**config.mk**
```make
export PLATFORM = sky130hd
export DESIGN_NAME = fan_and_compressor_hysteresis_control
export DESIGN_NICKNAME = d
export VERILOG_FILES = /design/src/hw/rtl/fachc_pkg.sv /design/src/hw/rtl/fachc_temp_avg.sv /design/src/hw/rtl/fan_and_compressor_hysteresis_control.sv
export SDC_FILE = /design/constraint.sdc
export NUM_CORES = 1
export LEC_CHECK = 0
export BUFFER_PORTS_ARGS = -buffer_cell sky130_fd_sc_hd__clkbuf_2
export CORE_ASPECT_RATIO = 1.1
export CORE_MARGIN = 1
export CORE_UTILIZATION = 57
export DETAILED_ROUTE_END_ITERATION = 10
export GPL_ROUTABILITY_DRIVEN = 0
export PLACE_DENSITY = 0.77
export SLEW_MARGIN = 20
export SYNTH_ARGS = -nofsm -noshare
export SYNTH_HDL_FRONTEND = slang
export SYNTH_SLANG_ARGS = --single-unit
```
**constraint.sdc**
```tcl
create_clock -name clk -period 25.2 [get_ports clk]
set_clock_uncertainty 0.15 [all_clocks]
set_input_delay 5.04 -clock clk [delete_from_list [all_inputs] [get_ports clk]]
set_output_delay 5.04 -clock clk [all_outputs]
set_load 0.02 [all_outputs]
```
**src/hw/rtl/fachc_pkg.sv**
```systemverilog
// Types and constants of the fan and compressor hysteresis controller.
`default_nettype none

package fachc_pkg;

    localparam int unsigned ADDR_W = 5;
    localparam int unsigned DATA_W = 32;

    localparam logic signed [7:0] TEMP_TOP = 8'sd120;
    localparam logic [8:0] PRESS_TOP = 9'd310;

    localparam logic signed [7:0] RST_TEMP_S1_ON = 8'sd100;
    localparam logic signed [7:0] RST_TEMP_S1_OFF = 8'sd92;
    localparam logic signed [7:0] RST_TEMP_S2_ON = 8'sd106;
    localparam logic [8:0] RST_PRESS_S1_ON = 9'd130;
    localparam logic [8:0] RST_PRESS_S1_KEEP = 9'd210;
    localparam logic [8:0] RST_PRESS_S2_ON = 9'd220;
    localparam logic [8:0] RST_PRESS_LOW_CUT = 9'd40;
    localparam logic [8:0] RST_PRESS_HIGH_CUT = 9'd280;

    typedef enum logic [2:0] {
        REG_TEMP_S1_ON = 3'd0,
        REG_TEMP_S1_OFF = 3'd1,
        REG_TEMP_S2_ON = 3'd2,
        REG_PRESS_S1_ON = 3'd3,
        REG_PRESS_S1_KEEP = 3'd4,
        REG_PRESS_S2_ON = 3'd5,
        REG_PRESS_LOW_CUT = 3'd6,
        REG_PRESS_HIGH_CUT = 3'd7
    } cfg_reg_t;

    typedef enum logic [1:0] {
        FAN_OFF = 2'd0,
        FAN_LOW = 2'd1,
        FAN_HIGH = 2'd2
    } fan_stage_t;

    typedef struct packed {
        logic [9:0] coolant_sample;
        logic [9:0] pressure_sample;
        logic       ac_request;
    } tick_t;

    typedef struct packed {
        logic              fan_low;
        logic              fan_high;
        logic              compressor;
        logic signed [7:0] coolant_temp;
        logic [8:0]        pressure;
    } result_t;

    // Averaging window status handed to the fan logic.
    typedef struct packed {
        logic              done;
        logic signed [7:0] temp;
    } avg_t;

endpackage

`default_nettype wire

```
**src/hw/rtl/fachc_temp_avg.sv**
```systemverilog
// Coolant sample accumulator, average and temperature mapping.
`default_nettype none

module fachc_temp_avg #(
    parameter int SAMPLES = 10
) (
    input  wire logic            clk,
    input  wire logic            rst_n,
    input  wire logic            advance,
    input  wire logic [9:0]      coolant_sample,
    output fachc_pkg::avg_t      avg
);

    localparam int CNT_W = $clog2(SAMPLES + 1);
    localparam int SUM_W = $clog2(SAMPLES * 1023 + 1);
    localparam int SH_L = $clog2(SAMPLES);
    localparam int SHIFT = SUM_W + SH_L;
    localparam int MUL_W = SUM_W + 1;
    localparam longint unsigned MUL_K =
        ((64'd1 << SHIFT) + SAMPLES - 1) / SAMPLES;

    logic [CNT_W-1:0]       count_reg, count_next;
    logic [SUM_W-1:0]       sum_reg, sum_next, sum_total;
    logic [SUM_W+MUL_W-1:0] quot_prod;
    logic [9:0]             mean;
    logic [17:0]            scaled;
    logic signed [8:0]      temp_wide;
    logic                   done;

    always_comb
    begin
        count_next = count_reg + CNT_W'(1);
        sum_total = sum_reg + SUM_W'(coolant_sample);
        done = (count_next >= CNT_W'(SAMPLES));
        // exact floor division by reciprocal multiply
        quot_prod = (SUM_W+MUL_W)'(sum_total) * (SUM_W+MUL_W)'(MUL_W'(MUL_K));
        mean = 10'(quot_prod >> SHIFT);
        // mean * 130 as two shifted terms
        scaled = {1'b0, mean, 7'b0} + {7'b0, mean, 1'b0};
        temp_wide = 9'sd120 - $signed({1'b0, scaled[17:10]});
        avg.done = done;
        avg.temp = temp_wide[7:0];
        sum_next = done ? '0 : sum_total;
    end

    always_ff @(posedge clk or negedge rst_n)
    begin
        if (!rst_n)
        begin
            count_reg <= '0;
            sum_reg <= '0;
        end
        else if (advance)
        begin
            count_reg <= done ? '0 : count_next;
            sum_reg <= sum_next;
        end
    end

endmodule

`default_nettype wire

```
**src/hw/rtl/fan_and_compressor_hysteresis_control.sv**
```systemverilog
// Top level of the radiator fan and A/C compressor hysteresis controller.
//
//  channel  | handshake                 | payload
//  ---------+---------------------------+-----------------------------------
//  tick     | tick_valid / tick_ready   | fachc_pkg::tick_t (two samples, request)
//  result   | result_valid/result_ready | fachc_pkg::result_t (fans, clutch, values)
//  config   | APB psel/penable/pwrite   | paddr[4:2] selects one of eight thresholds
//
// One tick transaction is taken every cycle while no held result stalls the
// input register; its result goes through the input register, then the result
// register, to the result port. Each tick takes a single pass of the
// combinational logic between those two registers.
// Reset clears the valid flags and controller state and loads the threshold defaults.
// A held result stalls the input register, and that stalls the tick channel.
`default_nettype none

module fan_and_compressor_hysteresis_control #(
    parameter int SAMPLES = 10,
    parameter int TICKS_PER_SECOND = 4,
    parameter int REST_SECONDS = 5
) (
    input  wire logic                          clk,
    input  wire logic                          rst_n,
    input  wire logic                          tick_valid,
    output logic                               tick_ready,
    input  wire fachc_pkg::tick_t              tick,
    output logic                               result_valid,
    input  wire logic                          result_ready,
    output fachc_pkg::result_t                 result,
    input  wire logic                          psel,
    input  wire logic                          penable,
    input  wire logic                          pwrite,
    input  wire logic [fachc_pkg::ADDR_W-1:0]  paddr,
    input  wire logic [fachc_pkg::DATA_W-1:0]  pwdata,
    output logic [fachc_pkg::DATA_W-1:0]       prdata,
    output logic                               pready
);

    localparam int DIV_W = $clog2(TICKS_PER_SECOND + 1);
    localparam int REST_W = (REST_SECONDS < 1) ? 1 : $clog2(REST_SECONDS + 1);

    // Threshold registers.
    logic signed [7:0] temp_s1_on_reg, temp_s1_off_reg, temp_s2_on_reg;
    logic [8:0]        press_s1_on_reg, press_s1_keep_reg, press_s2_on_reg;
    logic [8:0]        press_low_cut_reg, press_high_cut_reg;

    // Pipeline registers.
    logic               in_valid_reg;
    fachc_pkg::tick_t   in_data_reg;
    logic               out_valid_reg;
    fachc_pkg::result_t out_data_reg, out_data_next;
    logic               advance;

    // Controller state.
    logic signed [7:0]      temp_value_reg, temp_value_next;
    fachc_pkg::fan_stage_t  fan_stage_reg, fan_stage_next;
    logic [8:0]             press_value_reg, press_value_next;
    logic [DIV_W-1:0]       tick_div_reg, tick_div_next;
    logic [REST_W-1:0]      rest_timer_reg, rest_timer_next;
    logic                   comp_reg, comp_next;

    fachc_pkg::avg_t   avg;
    fachc_pkg::cfg_reg_t cfg_sel;
    logic [18:0]       press_prod;
    logic              second_tick, in_band, cut;

    assign pready = 1'b1;
    assign cfg_sel = fachc_pkg::cfg_reg_t'(paddr[4:2]);

    // Configuration writes: take on the access phase of an APB write.
    always_ff @(posedge clk or negedge rst_n)
    begin
        if (!rst_n)
        begin
            temp_s1_on_reg <= fachc_pkg::RST_TEMP_S1_ON;
            temp_s1_off_reg <= fachc_pkg::RST_TEMP_S1_OFF;
            temp_s2_on_reg <= fachc_pkg::RST_TEMP_S2_ON;
            press_s1_on_reg <= fachc_pkg::RST_PRESS_S1_ON;
            press_s1_keep_reg <= fachc_pkg::RST_PRESS_S1_KEEP;
            press_s2_on_reg <= fachc_pkg::RST_PRESS_S2_ON;
            press_low_cut_reg <= fachc_pkg::RST_PRESS_LOW_CUT;
            press_high_cut_reg <= fachc_pkg::RST_PRESS_HIGH_CUT;
        end
        else if (psel && penable && pwrite && pready)
        begin
            unique case (cfg_sel)
                fachc_pkg::REG_TEMP_S1_ON:     temp_s1_on_reg <= pwdata[7:0];
                fachc_pkg::REG_TEMP_S1_OFF:    temp_s1_off_reg <= pwdata[7:0];
                fachc_pkg::REG_TEMP_S2_ON:     temp_s2_on_reg <= pwdata[7:0];
                fachc_pkg::REG_PRESS_S1_ON:    press_s1_on_reg <= pwdata[8:0];
                fachc_pkg::REG_PRESS_S1_KEEP:  press_s1_keep_reg <= pwdata[8:0];
                fachc_pkg::REG_PRESS_S2_ON:    press_s2_on_reg <= pwdata[8:0];
                fachc_pkg::REG_PRESS_LOW_CUT:  press_low_cut_reg <= pwdata[8:0];
                fachc_pkg::REG_PRESS_HIGH_CUT: press_high_cut_reg <= pwdata[8:0];
            endcase
        end
    end

    // Read back: sign-extend the temperature thresholds.
    always_comb
    begin
        unique case (cfg_sel)
            fachc_pkg::REG_TEMP_S1_ON:     prdata = 32'(temp_s1_on_reg);
            fachc_pkg::REG_TEMP_S1_OFF:    prdata = 32'(temp_s1_off_reg);
            fachc_pkg::REG_TEMP_S2_ON:     prdata = 32'(temp_s2_on_reg);
            fachc_pkg::REG_PRESS_S1_ON:    prdata = {23'b0, press_s1_on_reg};
            fachc_pkg::REG_PRESS_S1_KEEP:  prdata = {23'b0, press_s1_keep_reg};
            fachc_pkg::REG_PRESS_S2_ON:    prdata = {23'b0, press_s2_on_reg};
            fachc_pkg::REG_PRESS_LOW_CUT:  prdata = {23'b0, press_low_cut_reg};
            fachc_pkg::REG_PRESS_HIGH_CUT: prdata = {23'b0, press_high_cut_reg};
        endcase
    end

    // Advance the input register into the result register when the result is free.
    assign advance = in_valid_reg && (!out_valid_reg || result_ready);
    assign tick_ready = !in_valid_reg || advance;
    assign result_valid = out_valid_reg;
    assign result = out_data_reg;

    fachc_temp_avg #(
        .SAMPLES(SAMPLES)
    ) u_temp_avg (
        .clk           (clk),
        .rst_n         (rst_n),
        .advance       (advance),
        .coolant_sample(in_data_reg.coolant_sample),
        .avg           (avg)
    );

    always_comb
    begin
        // Fan hysteresis runs only when an average completes; it sees the
        // pressure of the previous tick. Later rules override earlier ones.
        temp_value_next = temp_value_reg;
        fan_stage_next = fan_stage_reg;
        if (avg.done)
        begin
            temp_value_next = avg.temp;
            if (avg.temp >= temp_s1_on_reg || press_value_reg >= press_s1_on_reg)
                fan_stage_next = fachc_pkg::FAN_LOW;
            if (avg.temp >= temp_s2_on_reg || press_value_reg >= press_s2_on_reg)
                fan_stage_next = fachc_pkg::FAN_HIGH;
            if (fan_stage_next == fachc_pkg::FAN_HIGH && avg.temp <= temp_s1_on_reg
                    && press_value_reg <= press_s1_keep_reg)
                fan_stage_next = fachc_pkg::FAN_LOW;
            if (fan_stage_next != fachc_pkg::FAN_OFF && avg.temp <= temp_s1_off_reg
                    && press_value_reg < press_s1_on_reg)
                fan_stage_next = fachc_pkg::FAN_OFF;
        end

        // Pressure map: 310 - floor(s * 310 / 1024).
        press_prod = 19'(in_data_reg.pressure_sample) * 19'(fachc_pkg::PRESS_TOP);
        press_value_next = fachc_pkg::PRESS_TOP - press_prod[18:10];

        // Once-per-second compressor logic on the fresh pressure and request.
        tick_div_next = tick_div_reg + DIV_W'(1);
        second_tick = (tick_div_next >= DIV_W'(TICKS_PER_SECOND));
        in_band = (press_value_next <= press_high_cut_reg)
            && (press_value_next > press_low_cut_reg);
        cut = (press_value_next >= press_high_cut_reg)
            || (press_value_next < press_low_cut_reg) || !in_data_reg.ac_request;
        comp_next = comp_reg;
        rest_timer_next = rest_timer_reg;
        if (second_tick)
        begin
            tick_div_next = '0;
            if (in_band && in_data_reg.ac_request && !comp_reg
                    && rest_timer_reg == REST_W'(REST_SECONDS))
                comp_next = 1'b1;
            if (cut && comp_next)
            begin
                comp_next = 1'b0;
                rest_timer_next = '0;
            end
            if (rest_timer_next < REST_W'(REST_SECONDS))
                rest_timer_next = rest_timer_next + REST_W'(1);
        end

        out_data_next.fan_low = (fan_stage_next == fachc_pkg::FAN_LOW);
        out_data_next.fan_high = (fan_stage_next == fachc_pkg::FAN_HIGH);
        out_data_next.compressor = comp_next;
        out_data_next.coolant_temp = temp_value_next;
        out_data_next.pressure = press_value_next;
    end

    always_ff @(posedge clk or negedge rst_n)
    begin
        if (!rst_n)
        begin
            in_valid_reg <= 1'b0;
            out_valid_reg <= 1'b0;
            temp_value_reg <= '0;
            fan_stage_reg <= fachc_pkg::FAN_OFF;
            press_value_reg <= '0;
            tick_div_reg <= '0;
            rest_timer_reg <= '0;
            comp_reg <= 1'b0;
        end
        else
        begin
            if (tick_ready)
                in_valid_reg <= tick_valid;
            if (advance)
            begin
                out_valid_reg <= 1'b1;
                temp_value_reg <= temp_value_next;
                fan_stage_reg <= fan_stage_next;
                press_value_reg <= press_value_next;
                tick_div_reg <= tick_div_next;
                rest_timer_reg <= rest_timer_next;
                comp_reg <= comp_next;
            end
            else if (result_ready)
                out_valid_reg <= 1'b0;
        end
    end

    // Payload registers: load without reset.
    always_ff @(posedge clk)
    begin
        if (tick_valid && tick_ready)
            in_data_reg <= tick;
        if (advance)
            out_data_reg <= out_data_next;
    end

endmodule

`default_nettype wire

```
==> results of run 1 <==
[metrics by stage]
| stage | area (sq um) | hold WS, ps | utilization, % | setup WS [ps] |
|---|---|---|---|---|
| after detailed placement | 14970 | 312.6 | 60.78 | 11190 |
| after global placement | 14970 | 308.5 | 60.78 | 11440 |
| after floorplan | 14380 | 295.6 | - | 12170 |
| final | 15540 | 334.6 | 63.11 | 10810 |
| after CTS | 15540 | 341.3 | 63.11 | 10870 |
| after global routing | 15540 | 377.4 | 63.11 | 9872 |
[kinds of logic (layout without fill, tap and decap cells)]
kind of cell               count (synthesis)  count (layout)
adders and majority gates                306             306
buffers and inverters                    313             383
AOI/OAI and AO/OA                        324             324
xor gates and xnor gates                  45              45
other                                      1               1
DFF                                      156             156
and+or+nand+nor                          333             333
muxes                                     30              30
[worst max-delay path by stage]
stage,start,to,cells past startpoint
floorplan,paddr[2],prdata[10],5
global placement,in_data_reg[11],result[19],54
detailed placement,in_data_reg[11],result[19],54
CTS,in_data_reg[11],result[19],54
global route,in_data_reg[12],result[19],54
finish,in_data_reg[11],result[19],54
[per-layer routing]
layer / global-route usage [%] / vias to the layer above / share of wire, %
met3: 2.535 / 76 / 2.6
met2: 45.42 / 222 / 50
met1: 32.81 / 5177 / 44
met4: 11.52 / 0 / 3.6
met5: 0 / - / 0
li1: - / 5251 / -
[cell usage after synthesis (18+ instances only)]
library cell	count	area (sq um)
nand2_1	152	570.6
nor2_1	56	210.2
o21ai_0	113	565.5
dfrtp_1	88	2202
a21oi_1	44	220.2
dfstp_2	27	709.4
mux2_2	18	202.7
edfxtp_1	41	1231
buf_4	25	187.7
clkbuf_1	29	108.9
a21o_1	26	195.2
inv_1	251	942.2
xnor2_1	30	262.8
ha_1	227	2840
fa_1	79	1582
o21a_1	29	217.7
nand3_1	18	90.09
[area by class of cell]
cell class	count	share of cell area (%)
well taps	310	2.496
repair buffers	100	3.349
inverters	251	6.063
flip-flops and latches	156	26.66
clock buffers	17	2.738
multi-input cells	1039	57.75
clock inverters	15	0.9501
[tightest hold or removal path, cell delays in order, from the launching register on]
cell     delay (ps)
dfrtp_1         350
nand2_1          50
nand2_1          60
==> run_results.csv, run 1 <==
group,metric,value,unit
outcome,status,"complete, no violations",
sta,setup_tns,0,ps
final_layout,fin_nets,1936,
clocking,hold_buffers,0,
placement,io_buffers,93,
min_path,min_path_cells,2,
min_path,holdCritPathClass,"reg -> reg",
die,dieArea,0.02587,sq mm
sta,slew_violations,0,
run,max-cap-violations,0,
critical_path,timing.rr.end,"result[19]",
yosys,yosysWarnings,0,
final_layout,layout_commonest_cell,"inv_1",
sta,hold_viol,0,
yosys,synthMuxAreaShare,2.680,%
sta,rsz0062_at_grt,"false",
final_layout,largest_reg_flops,21,
critical_path,start_kind,"flip-flop",
route,ant_nets,0,
yosys,synth_edf_count,41,
global_routing,grt_use_total,25.99,%
global_routing,grt_pass1_wl,53190,um
final_layout,multi_input_area,0.008974,sq mm
critical_path,crit_path_end_kind,"flip-flop",
clocking,post-cts-setup-buffers,0,
sta,max_slew_margin,29.60,%
critical_path,r2r_slack,10810,ps
min_path,holdPathEnd,"temp_value_reg[0]",
yosys,synthAdderAreaFrac,30.75,%
die,die_x,153.4,um
placement,hpwlAfterDp,25380,um
die,fp-row-count,60,
critical_path,r2r-start,"in_data_reg[11]",
critical_path,cpMostUsedCell,"ha_1",
yosys,synth_top_family_by_area,"adder cells",
die,start_util,58.39,%
clocking,clk_latency,430,ps
sta,fin_crit,14390,ps
critical_path,critPathMaxStageDelay,610,ps
sta,max_freq,0.06949,GHz
route,drtIter0Drc,638,
final_layout,final_cell_mix,"251 x inv_1, 227 x ha_1, 152 x nand2_1",
placement,placed_cells,1856,
route,vias_per_cell,5.681,
yosys,synth_compound_area_share,14.98,%
critical_path,worstPathArrival,14400,ps
final_layout,final-instance-count-excl-fill,1888,
clocking,clk_path_buf_depth,2,
critical_path,critical_path_class,"reg -> reg",
critical_path,rr_worst_depth,54,
final_layout,seq_area,0.004143,sq mm
global_routing,grt_pass1_vias,10790,
yosys,ys.flop_type,"dfrtp_1",
route,routed_wl,32150,um
critical_path,cp_slowest_cell,"xor2_1",
min_path,hp-start,"temp_value_reg[0]",
global_routing,grt_max_degree,59,
critical_path,cp_num_buf_inv,6,
yosys,syn_area_per_cell,9.535,sq um
yosys,syn_area,0.01438,sq mm
die,die_y,168.6,um
yosys,synth_simple_gate_area_share,10.87,%
clocking,clkSinkCount,156,
clocking,cts_tree,"done",
sta,setup_viol,0,
sta,final_min_period_over_clock_period,57.10,%
clocking,cts_root_buf,"clkbuf_16",
global_routing,antenna_found_initial,0,
yosys,async_flop_share,73.72,%
yosys,synth_seq_cells,156,
final_layout,drive_above_1_share,12.93,%
clocking,h-tree-depth,4,
clocking,clk_pin_slew,70,ps
global_routing,gr-total-overflow,0,
yosys,synthXorXnorAreaFrac,3.037,%
yosys,yosysUniqueCellTypes,85,
route,route.detailed.drc,0,
route,via_count,10730,
critical_path,crit_family,"adder cells",
yosys,syn_inst,1508,
clocking,cts-resized-gates,0,
route,wire_per_inst,17.03,um
die,coreArea,0.02462,sq mm
final_layout,area_growth,8.075,%
route,firstDrtPassIters,5,
final_layout,fill_cells,1975,
critical_path,cp.required,25210,ps
final_layout,antenna_cells,0,
die,io_pins,120,
yosys,seq_area_frac_synth,28.81,%
yosys,syn_nets,1879,
sta,worst_pin_slew,1052,ps
clocking,numCtsBuffers,17,
critical_path,critPathMaxFanout,7,
Power of run 1 is not shown: default switching activity piles up to over one toggle a cycle in this logic, so the estimate is an artifact.
==> run 2, diff against run 1 <==
Settings changed: ABC_AREA set to 1.
Clock period 25.2 ns to 14 ns, I/O delays scaled along.
==> run_results.csv, run 2 <==
group,metric,value,unit
route,ant_nets,0,
sta,rsz0062_at_grt,"false",
min_path,min_path_cells,2,
clocking,cts-resized-gates,0,
clocking,cts_tree,"done",
yosys,synthTopCellsByArea,"ha_1 19%, dfrtp_1 15%, fa_1 11%, nand2_1 10%, inv_1 9.6%",
global_routing,grt_pass1_vias,11300,
clocking,post-cts-setup-buffers,0,
die,dieArea,0.02622,sq mm
yosys,synth_seq_cells,156,
route,firstDrtPassIters,5,
critical_path,cp_num_buf_inv,7,
sta,fin_crit,11480,ps
placement,hpwlAfterDp,26040,um
yosys,synth_edf_count,41,
critical_path,crit_path_end_kind,"flip-flop",
yosys,yosysWarnings,0,
outcome,status,"complete, no violations",
run,max-cap-violations,0,
clocking,numCtsBuffers,17,
sta,max_freq,0.08711,GHz
global_routing,grt_max_degree,73,
yosys,syn_area,0.01458,sq mm
final_layout,area_growth,8.556,%
die,start_util,57.88,%
final_layout,antenna_cells,0,
route,route.detailed.drc,0,
critical_path,crit_family,"adder cells",
global_routing,grt_use_total,25.51,%
yosys,synth_most_common_cell,"nand2_1",
yosys,async_flop_share,73.72,%
clocking,clk_path_buf_depth,2,
yosys,syn_nets,2149,
route,routed_wl,32080,um
final_layout,largest_reg_flops,21,
yosys,ys.flop_type,"dfrtp_1",
sta,slew_violations,0,
route,drtIter0Drc,707,
clocking,clkSinkCount,156,
yosys,yosys.area.top_type,"ha_1",
critical_path,cp_slowest_cell,"fa_1",
sta,final_min_period_over_clock_period,82.00,%
final_layout,multi_input_area,0.008766,sq mm
global_routing,antenna_found_initial,0,
critical_path,rr_worst_depth,59,
global_routing,gr-total-overflow,0,
die,die_y,169.7,um
critical_path,start_kind,"flip-flop",
critical_path,critPathMaxStageDelay,560,ps
critical_path,cpMostUsedCell,"nand2_1",
sta,max_slew_margin,26.72,%
sta,worst_pin_slew,1091,ps
final_layout,final_cell_mix,"390 x nand2_1, 372 x inv_1, 227 x ha_1",
die,die_x,154.5,um
critical_path,cp.required,14050,ps
yosys,yosys.area.top_type_share,19.48,%
critical_path,worstPathArrival,11530,ps
min_path,holdCritPathClass,"reg -> reg",
yosys,syn_area_per_cell,8.200,sq um
sta,setup_viol,0,
final_layout,layout_commonest_cell,"nand2_1",
route,via_count,11730,
route,wire_per_inst,14.71,um
route,vias_per_cell,5.379,
clocking,h-tree-depth,4,
clocking,cts_root_buf,"clkbuf_16",
die,io_pins,120,
clocking,clk_pin_slew,70,ps
clocking,hold_buffers,0,
final_layout,seq_area,0.004143,sq mm
placement,io_buffers,93,
final_layout,fin_nets,2224,
yosys,synthTopCellsByCount,"390 x nand2_1, 373 x inv_1, 227 x ha_1",
yosys,yosysUniqueCellTypes,54,
die,coreArea,0.02519,sq mm
yosys,syn_inst,1778,
critical_path,critical_path_class,"reg -> reg",
global_routing,grt_pass1_wl,53210,um
critical_path,crit_cells,59,
sta,setup_tns,0,ps
sta,hold_viol,0,
critical_path,critPathMaxFanout,7,
final_layout,drive_above_1_share,10.93,%
yosys,seq_area_frac_synth,28.42,%
die,fp-row-count,61,
clocking,clk_latency,440,ps
final_layout,fill_cells,2122,
## run 2: logic make-up (layout without fill, tap and decap cells)
kind of cell / count (synthesis) / in the layout / synth area share (%)
other cells: 1 / 1 / 0.02572
xor+xnor: 31 / 31 / 2.017
simple gates: 607 / 607 / 17.72
flops: 156 / 156 / 28.42
compound gates: 254 / 254 / 9.990
fa+ha+maj: 306 / 306 / 30.33
buf+inv: 423 / 511 / 11.50
## run 2: layout make-up
cell class / count / share of cell area, %
clock buffer: 17 / 2.688
timing repair buffer: 97 / 3.147
multi-input combinational: 1199 / 55.39
inverter: 382 / 9.060
sequential: 156 / 26.18
tap: 315 / 2.490
clock inverter: 15 / 1.051
## run 2: through the flow
stage               utilization [%]  setup slack [ps]  hold WS [ps]  instances  cell area (sq um)
CTS                           62.84              2602         330.8       2181              15830
floorplan                         -              4016         291.7       1778              14580
finish                        62.84              2520         328.8       2181              15830
detailed placement            60.49              2730         313.4       2149              15230
global placement              60.49              2889         305.7       2149              15230
global route                  62.84              1606         348.7       2181              15830
## run 2: final timing paths
path	from	endpoint	slack (ps)
min reg2reg	temp_value_reg[7]	temp_value_reg[7]	330
min	temp_value_reg[7]	temp_value_reg[7]	330
max	u_temp_avg.sum_reg[0]	result[19]	2520
max reg2reg	u_temp_avg.sum_reg[0]	result[19]	2520
max in group asynchronous	rst_n	u_temp_avg.sum_reg[2]	10140
min in group asynchronous	rst_n	temp_value_reg[3]	2200
## run 2: worst reg2reg max path, delay by kind of cell (launching register included)
kind                     cells  cell delay [ps]
AND/OR/NAND/NOR             26             2890
buffers and inverters        7              570
adder cells (fa/ha/maj)     13             4650
AO/OA/AOI/OAI                9             1590
flip-flops                   1              350
XOR/XNOR                     4             1050
## run 2: metal layers
layer  up-vias  track usage [%]  wire length, um
met2       338            44.64            15620
met3        75            3.728             1623
li1       5829                -                -
met4         0            9.255              908
met1      5489            32.02            13930
met5         -                0                0
Power of run 2 is left out for the same reason.
==> run 3, diff against run 2 <==
Settings changed: ABC_AREA 1 to 0.
Clock period 14 ns to 10.86 ns, I/O delays scaled along.
==> run_results.csv, run 3 (same netlist as run 1, synthesis figures left out) <==
group,metric,value,unit
outcome,status,"finished with violations",
outcome,violations,"negative setup slack",
global_routing,grt_use_total,28.72,%
critical_path,cpMostUsedCell,"fa_1",
sta,max_freq,0.08554,GHz
die,io_pins,120,
route,route.detailed.drc,0,
placement,io_buffers,93,
final_layout,fill_cells,1735,
sta,fin_ws,-830.2,ps
final_layout,drive_above_1_share,24.36,%
run,max-cap-violations,0,
route,routed_wl,36230,um
placement,placed_cells,1967,
global_routing,grt_pass1_wl,58760,um
route,drtIter0Drc,791,
sta,hold_ws,330.7,ps
sta,final_min_period_over_clock_period,107.6,%
critical_path,critPathMaxStageDelay,520,ps
final_layout,fin_nets,2086,
sta,worst_pin_slew,1082,ps
route,firstDrtPassIters,6,
die,fp-row-count,60,
route,via_count,11660,
sta,fin_crit,11690,ps
sta,rsz0062_at_grt,"true",
final_layout,largest_reg_flops,21,
die,start_util,58.39,%
min_path,holdCritPathClass,"reg -> reg",
global_routing,grt_max_degree,73,
final_layout,antenna_cells,0,
global_routing,grt_pass1_vias,11920,
die,dieArea,0.02587,sq mm
critical_path,cp_slowest_cell,"fa_1",
final_layout,area_growth,19.65,%
clocking,clk_latency,440,ps
final_layout,seq_area,0.004143,sq mm
final_layout,final-instance-count-excl-fill,2038,
final_layout,multi_input_area,0.009453,sq mm
sta,max_slew_margin,27.62,%
critical_path,cp.required,10990,ps
global_routing,antenna_found_initial,0,
clocking,clk_pin_slew,80,ps
clocking,numCtsBuffers,17,
die,die_x,153.4,um
final_layout,layout_commonest_cell,"inv_1",
critical_path,critPathMaxFanout,3,
global_routing,gr-total-overflow,0,
sta,slew_violations,0,
clocking,clk_path_buf_depth,2,
critical_path,start_kind,"flip-flop",
clocking,h-tree-depth,4,
critical_path,worstPathArrival,11820,ps
critical_path,crit_path_end_kind,"flip-flop",
sta,setup_tns,-3072,ps
clocking,cts_tree,"done",
sta,setup_viol,4,
die,coreArea,0.02462,sq mm
final_layout,final_cell_mix,"247 x inv_1, 215 x ha_1, 152 x buf_4",
sta,hold_viol,0,
clocking,clkSinkCount,156,
die,die_y,168.6,um
route,ant_nets,0,
route,vias_per_cell,5.720,
route,wire_per_inst,17.78,um
critical_path,critical_path_class,"reg -> reg",
placement,hpwlAfterDp,26880,um
clocking,cts_root_buf,"clkbuf_16",
## run 3: cell types whose count changed in the layout (fill, tap and decap cells not counted), sizes merged, moves of 24 or more
cell and change:
nand2 -254, buf +153, inv -130, nand3 -54
o21a +28, xnor2 +25, a21o +24
## run 3: metrics by stage
step	area, sq um	util (%)	worst slack [ps]
finish	17200	69.87	-830.2
global route	17200	69.87	-1271
CTS	17040	69.21	-724.2
detailed placement	15940	64.75	-970.7
global placement	15940	64.75	-815.6
floorplan	14520	-	-396.9
## run 3: repair_timing
action | CTS | global route
resized for setup | 39 | 21
endpoints found under the setup margin | 4 | 4
hold buffers | 0 | 0
setup buffers | 31 | 8
pin swaps | 35 | 34
## run 3: layout make-up
class,instances,area share (%)
clock inverter,13,0.7782
sequential,156,24.08
tap,310,2.255
clock buffer,19,2.764
timing repair buffer,250,9.702
multi-input combinational,1039,54.95
inverter,251,5.476
## run 3: worst max-delay path, delay by kind of cell, from the launching register on
family / cells / cell delay [ps]
XOR/XNOR: 3 / 540
AND/OR/NAND/NOR: 13 / 1570
AO/OA/AOI/OAI: 17 / 3570
adder cells (fa/ha/maj): 12 / 4200
flip-flops: 1 / 410
buffers and inverters: 11 / 1080
## run 3: routing by layer
| layer | GRT usage (%) | wire length [um] | share of wire (%) | vias up |
|---|---|---|---|---|
| met5 | 0 | 0 | 0 | - |
| met1 | 34.63 | 14860 | 41 | 5705 |
| met3 | 3.379 | 1394 | 3.8 | 90 |
| met2 | 53.11 | 18940 | 52 | 328 |
| met4 | 9.652 | 1033 | 2.9 | 0 |
| li1 | - | - | - | 5535 |
## run 3: final timing paths
kind	cells past startpoint	startpoint	slack, ps	endpoint
min	2	temp_value_reg[1]	330	temp_value_reg[1]
max in group asynchronous	2	rst_n	7580	u_temp_avg.count_reg[0]
min in group asynchronous	1	rst_n	1600	temp_s2_on_reg[2]
min reg2reg	2	temp_value_reg[1]	330	temp_value_reg[1]
max	56	in_data_reg[11]	-830	result[18]
max reg2reg	56	in_data_reg[11]	-830	result[18]
Power of run 3 is left out for the same reason.
